**src/rtl/core/fcsl_pkg.sv**
```systemverilog
// Shared types, constants and helpers for the FAT chain slack locator.
// No dependencies; imported by the modulo unit, the checker and the top level.
`timescale 1ns / 1ps

package fcsl_pkg;

    // Default table depth (entries of 32 bits)
    localparam int unsigned TABLE_ENTRIES_DEF = 65536;

    // Field widths fixed by the interface
    localparam int BPS_W   = 13;
    localparam int SPC_W   = 8;
    localparam int CSIZE_W = BPS_W + SPC_W;
    localparam int LEN_W   = 17;
    localparam int OFS_W   = 48;
    localparam int SLK_W   = 19;

    // Register reset values
    localparam logic [BPS_W-1:0] BPS_RESET = 13'd512;
    localparam logic [SPC_W-1:0] SPC_RESET = 8'd8;
    localparam logic [31:0]      FDS_RESET = 32'd0;
    localparam logic [31:0]      EOC_RESET = 32'd268435448;

    // Cluster 2 is the first data cluster
    localparam logic [31:0] FIRST_DATA_CLUSTER = 32'd2;

    // Saturation limit of the 19-bit slack fields
    localparam logic [SLK_W-1:0] SLK_MAX = {SLK_W{1'b1}};

    // Configuration register indexes
    typedef enum logic [1:0] {
        REG_BPS = 2'd0,
        REG_SPC = 2'd1,
        REG_FDS = 2'd2,
        REG_EOC = 2'd3
    } reg_idx_t;

    // Result status codes
    typedef enum logic [1:0] {
        ST_LOCATED  = 2'd0,
        ST_WRITTEN  = 2'd1,
        ST_TOO_LONG = 2'd2,
        ST_INVALID  = 2'd3
    } status_t;

    // Item kinds
    typedef enum logic {
        ACT_WRITE  = 1'b0,
        ACT_LOCATE = 1'b1
    } action_t;

    // Sequencer states
    typedef enum logic [2:0] {
        S_IDLE,
        S_CHECK,
        S_READ,
        S_MUL_SECTOR,
        S_MUL_BYTES,
        S_DIV_WAIT,
        S_RESULT
    } state_t;

    // Request to the modulo unit
    typedef struct packed {
        logic start;
    } div_ctrl_t;

    // Status from the modulo unit
    typedef struct packed {
        logic busy;
        logic done;
    } div_stat_t;

    // Clamp a cluster-sized value to the 19-bit result range
    function automatic logic [SLK_W-1:0] sat_slk(input logic [CSIZE_W-1:0] v);
        logic [SLK_W-1:0] r;
        if (v > CSIZE_W'(SLK_MAX))
            r = SLK_MAX;
        else
            r = v[SLK_W-1:0];
        return r;
    endfunction

endpackage

```
**src/rtl/core/fcsl_modulo.sv**
```systemverilog
// Iterative restoring modulo unit: one remainder bit per cycle.
// Depends on fcsl_pkg. A zero divisor gives a zero remainder.
`timescale 1ns / 1ps

module fcsl_modulo (
    input  logic                           clk,
    input  logic                           rst_n,
    input  fcsl_pkg::div_ctrl_t            ctrl,
    input  logic [31:0]                    dividend,
    input  logic [fcsl_pkg::CSIZE_W-1:0]   divisor,
    output fcsl_pkg::div_stat_t            stat,
    output logic [fcsl_pkg::CSIZE_W-1:0]   remainder
);

    import fcsl_pkg::*;

    logic               busy_reg,  busy_next;
    logic               done_reg,  done_next;
    logic [4:0]         step_reg,  step_next;
    logic [31:0]        dvd_reg,   dvd_next;
    logic [CSIZE_W-1:0] dvs_reg,   dvs_next;
    logic [CSIZE_W-1:0] rem_reg,   rem_next;
    logic [CSIZE_W:0]   trial;

    // one compare-and-subtract step
    always_comb
    begin
        busy_next = busy_reg;
        done_next = 1'b0;
        step_next = step_reg;
        dvd_next  = dvd_reg;
        dvs_next  = dvs_reg;
        rem_next  = rem_reg;
        trial     = {rem_reg, dvd_reg[31]};
        if (ctrl.start)
        begin
            busy_next = 1'b1;
            step_next = '0;
            dvd_next  = dividend;
            dvs_next  = divisor;
            rem_next  = '0;
        end
        else if (busy_reg)
        begin
            if (trial >= {1'b0, dvs_reg})
                rem_next = CSIZE_W'(trial - {1'b0, dvs_reg});
            else
                rem_next = trial[CSIZE_W-1:0];
            dvd_next  = {dvd_reg[30:0], 1'b0};
            step_next = step_reg + 5'd1;
            if (step_reg == 5'd31)
            begin
                busy_next = 1'b0;
                done_next = 1'b1;
            end
        end
    end

    // control state
    always_ff @(posedge clk or negedge rst_n)
    begin
        if (!rst_n)
        begin
            busy_reg <= 1'b0;
            done_reg <= 1'b0;
            step_reg <= '0;
        end
        else
        begin
            busy_reg <= busy_next;
            done_reg <= done_next;
            step_reg <= step_next;
        end
    end

    // datapath
    always_ff @(posedge clk)
    begin
        dvd_reg <= dvd_next;
        dvs_reg <= dvs_next;
        rem_reg <= rem_next;
    end

    assign stat.busy = busy_reg;
    assign stat.done = done_reg;
    assign remainder = (dvs_reg == '0) ? '0 : rem_reg;

endmodule

```
**config.mk**
```make
export PLATFORM = sky130hd
export DESIGN_NAME = fcsl_modulo
export DESIGN_NICKNAME = d
export VERILOG_FILES = /design/src/rtl/core/fcsl_pkg.sv /design/src/rtl/core/fcsl_modulo.sv
export SDC_FILE = /design/constraint.sdc
export NUM_CORES = 1
export LEC_CHECK = 0
export ABC_AREA = 1
export BUFFER_PORTS_ARGS = -buffer_cell sky130_fd_sc_hd__buf_2
export CAP_MARGIN = 20
export CELL_PAD_IN_SITES_DETAIL_PLACEMENT = 1
export CELL_PAD_IN_SITES_GLOBAL_PLACEMENT = 2
export CORE_MARGIN = 1
export CORE_UTILIZATION = 29
export CTS_CLUSTER_SIZE = 24
export DETAILED_ROUTE_END_ITERATION = 10
export PLACE_DENSITY = 0.8
export SYNTH_ARGS = -nofsm -noshare
export SYNTH_HDL_FRONTEND = slang
export SYNTH_SLANG_ARGS = --single-unit
export TNS_END_PERCENT = 20
```
**constraint.sdc**
```tcl
create_clock -name clk -period 2.05 [get_ports clk]
set_input_delay 0 -clock clk [delete_from_list [all_inputs] [get_ports clk]]
set_output_delay 0 -clock clk [all_outputs]
set_load 0.03 [all_outputs]
```
[Word level (Yosys, flattened, before mapping)]
Index checks and enable logic that the tools add are counted.
Word-level totals
  word-level logic and storage cells: 24
  input bits: 56
  output and inout port bits: 23
  bits in registers: 81
Operators by class
  $lt $le $gt $ge: 1
  eq/ne operators: 1
  mux-type cells: 12
  $add $sub $neg: 2
  reduce and logical (&&, ||, !) cells: 2
Operators with widths (count)
  $mux 32: 2
  $mux 21: 2
  $ge 22x21->1: 1
  $logic_not 21->1: 1
  $sub 21x21->21: 1
  $mux 5: 2
  $mux 1: 6
  $add 5x1->5 const B: 1
  $eq 5x5->1 const B: 1
  $reduce_bool 2->1: 1

[Longest topological paths before layout]
  depth after elaboration: 4
  depth in mapped cells: 17
  mapped depth without buffers: 16

[Worst setup path after synthesis]
Ideal clock, no wire load.
  path type: flip-flop to flip-flop
  start point: reg dvd_reg[31]
  end point: reg rem_reg[19]
  setup time: 0.112 ns
  data required time: 1.938 ns
  arrival time: 1.940 ns
  path buffers: 1
  slack: -0.002 ns
  period minus slack after synthesis: 2.052 ns
  stages on the path, launching flop included: 18
  cell sequence: edfxtp_1 > inv_1 > ha_1 > inv_1 > fa_1 > nand2_1 > nand2_1 > nand3_1 > nand2_1 > nand2_1 > nand2_2 > nand2_4 > buf_6 > nand3_2 > nand2_1 > clkinv_1 > nand2_1 > nand2_1
Between the ends
  cells in the longest elaborated chain, start to end: 2
  elaborated cells on any way between the ends: 3
  those cells by class: add/sub (1); order compare (1); mux (1)
RTL lines
  start, declared: RTL line fcsl_modulo.sv:20  | logic [31:0] dvd_reg, dvd_next;
  start signal, assigned: RTL line fcsl_modulo.sv:79  | dvd_reg <= dvd_next;
  $sub 21x21->21 or $ge 22x21->1 (tied branches): RTL line fcsl_modulo.sv:46, fcsl_modulo.sv:45
  $mux 21 (*): RTL line fcsl_modulo.sv:45  | if (trial >= {1'b0, dvs_reg})
  end signal, assigned: RTL line fcsl_modulo.sv:81  | rem_reg <= rem_next;
  end, declared: RTL line fcsl_modulo.sv:22  | logic [CSIZE_W-1:0] rem_reg, rem_next;
Mark *: on every way between the ends. The rest lies on a longest branch, timed or not.
A chain may end at the register's enable or synchronous reset.

[Final worst setup path]
  start point: reg dvd_reg[31]
  end point: reg rem_reg[4]
The elaborated chain is that of the path after synthesis.

==> run_results.csv <==
group,metric,value,unit
outcome,status,"finished with violations",
outcome,violations,"setup timing",
place,dp_cells,1033,
place,io_buffers,78,
sta,min_period,2.11,ns
synth,yosys_most_used_dff,"edfxtp_1",
synth,syn_inst,702,
cts,htreeDepth,3,
power_and_ir_drop,p_comb_share,50.7,%
cts,clk_latency,0.35,ns
power_and_ir_drop,seqPwrFrac,27.2,%
route,ant_nets,0,
cells_and_area,layout.cells.most_common,"nand2_1",
route,dr_total_vias,5089,
sta,tns,-0.562,ns
place,place.gp.congestion,0.899,
setup_path,path_max_fanout,7,
power_and_ir_drop,p_sw_share,42.1,%
die,io_pins,79,
global_routing,met1_usage,22.6,%
sta,fmax,473,MHz
synth,avgSynthCellArea,7.36,µm²
synth,synth_cell_types,39,
global_routing,globalRouteMet3Util,3.03,%
sta,setup_slack,-0.0639,ns
cts,cts_tree,"yes",
power_and_ir_drop,powerDensity,1110,nW/µm²
cells_and_area,nFillCells,2146,
route,wire_per_inst,15.2,µm
route,first_pass_iters,4,
sta,slew_headroom,63.8,%
route,drc,0,
setup_path,worst_ep_required_time,2.34,ns
die,dieWidth,136,µm
global_routing,grt_max_degree,42,
cells_and_area,drive_gt1_share,24.7,%
power_and_ir_drop,p_int,4.65,mW
die,core,17400,µm²
cts,root_buffer,"clkbuf_16",
cts,cts_inserted_buffers,9,
global_routing,grt.busiest_layer,"met2",
route,drtIter0Drc,185,
synth,synth_area,5170,µm²
sta,fin_crit_sh,103,%
cells_and_area,stdcell_count,1117,
cells_and_area,fin_util,41.9,%
synth,synth_warnings,0,
cts,cts.path.max_buffers,2,
setup_path,critPathArrivalTime,2.40,ns
cells_and_area,nNetsFinal,966,
sta,slew_viol_final,0,
cells_and_area,largest_reg_flops,32,
setup_path,worst_setup_path_end_kind,"register",
power_and_ir_drop,max-vdd-ir-drop,0.568,mV
place,pre_cts_ws,-0.173,ns
synth,synth.net_count,782,
power_and_ir_drop,pwr-share-clk,22.1,%
global_routing,grt_first_pass_wirelength,26800,µm
sta,tightest_slew,0.544,ns
setup_path,crit_path_start_kind,"register",
die,dieHeight,136,µm
route,drt-vias-per-instance,4.56,
cts,clkSlewWorstSetupHoldPaths,0.07,ns
min_path,worstHoldPathType,"primary input to register",
place,hpwl,12200,µm
sta,rsz0062_at_grt,"true",
synth,async_flop_share,8.64,%
run,max_cap_violations,0,
route,wl,17000,µm
power_and_ir_drop,leakage,3.80,nW
die,row_count,48,
die,dieArea,18400,µm²
setup_path,crit_type,"register to register",
sta,finalHoldViolCount,0,
global_routing,grt_use_total,19.2,%
cells_and_area,layout_common_cells,"nand2_1 (275), inv_1 (111), buf_2 (78)",
global_routing,antenna_found_initial,1,
power_and_ir_drop,p_sw,3.38,mW
global_routing,gr-total-overflow,0,
sta,setup_violations,17,
synth,synth-edff-count,53,
cts,cts_sinks,81,
sta,fin_skew,0.0107,ns
power_and_ir_drop,p_total,8.03,mW
cells_and_area,areaGrowthSynthToFinish,40.5,%
synth,ys_seq_area_share,42.3,%
global_routing,met2_usage,34.1,%
global_routing,grt_pass1_vias,5405,
die,initial_core_util,29.8,%
synth,synth_seq_cells,81,
## critical path, stage by stage (launching register included)
cell and delay [ns]:
edfxtp_1 0.39, inv_2 0.10, ha_4 0.15, inv_4 0.03, fa_2 0.34, nand2_2 0.08
nand2_2 0.06, nand3_2 0.06, nand2_2 0.06, nand2_2 0.08, nand2_2 0.07, nand2_4 0.12
nand2_8 0.10, buf_12 0.16, nand2_1 0.06, nand3_1 0.07, o21ai_1 0.09
## cell families (layout without fill, tap and decap cells)
group	Yosys count	after routing	synth area share [%]
adder cells (fa/ha/maj)	24	24	5.95
XOR/XNOR	9	9	1.52
flip-flops	81	81	42.3
buffers and inverters	142	331	11.4
AO/OA/AOI/OAI	30	30	3.36
other	0	1	0
AND/OR/NAND/NOR	416	416	35.4
## metal layers
| metal | wire, µm | share of wire [%] | up-vias |
|---|---|---|---|
| li1 | - | - | 2566 |
| met1 | 7590 | 45 | 2431 |
| met2 | 8530 | 50 | 70 |
| met3 | 463 | 2.7 | 22 |
| met4 | 358 | 2.1 | 0 |
| met5 | 0 | 0 | - |
## area by class of cell
cell class	instances	area, µm²	area share [%]
tap	225	282	3.87
multi-input combinational	479	2560	35.2
clock inverter	7	96.3	1.33
sequential	81	2190	30.1
timing repair buffer	194	1460	20.1
inverter	121	458	6.30
clock buffer	9	225	3.10
antenna	1	2.50	0.0344
## synthesized netlist by cell type (2+ instances only)
master    number  share of area (%)
nor2_2         2               0.24
edfxtp_1      53                 31
inv_1        114                8.3
nor3_1        11                1.1
buf_4          3               0.44
a21oi_1       12                1.2
nand3b_1      16                2.3
nand3_1       46                4.5
nor2_1        24                1.7
o21bai_1       2               0.29
dfrtp_1        7                3.4
nand2_2       10                1.2
o21ai_0        3               0.29
clkinv_1       2               0.15
buf_6          6                1.3
xnor2_1        7                1.2
nor4_1         4               0.48
nand3_2        2               0.39
ha_1          23                5.6
a21oi_2        2               0.34
nand2_4        2               0.44
o21ai_1        7               0.68
nor2_4         4               0.87
xor2_1         2               0.34
inv_2          5               0.36
clkbuf_1      10               0.73
nand2_1      286                 21
dfxtp_1       21                8.1
nand4_1        6               0.73
## power groups by stage
stage               registers, mW  clock network [mW]  logic (mW)
floorplan                    2.16                   0        2.48
global placement             2.20                   0        3.62
detailed placement           2.21                   0        3.69
CTS                          2.18                1.81        3.89
global route                 2.22                1.87        4.51
finish                       2.19                1.77        4.07
## final timing paths
path	slack [ns]	to	cells after the start	startpoint
max	-0.06	rem_reg[4]	16	dvd_reg[31]
min	0.17	dvs_reg[8]	2	ctrl
max reg2reg	-0.06	rem_reg[4]	16	dvd_reg[31]
min reg2reg	0.49	rem_reg[14]	2	rem_reg[14]
max in group asynchronous	0.70	busy_reg	4	rst_n
min in group asynchronous	0.50	step_reg[3]	3	rst_n
## repair_timing
item,4_1_cts,5_1_grt
resized for setup,22,26
setup buffers,7,4
hold buffers,56,0
endpoints found under the setup margin,42,42
hold endpoints to repair,60,0
pin swaps,2,5
## per-stage QoR
stage	instance area (µm²)	hold slack, ns
finish	7270	0.172
global route	7260	0.181
CTS	7120	0.173
detailed placement	6100	-0.157
global placement	6100	-0.157
floorplan	5170	-0.296
Power figures use the tool's default switching activity.
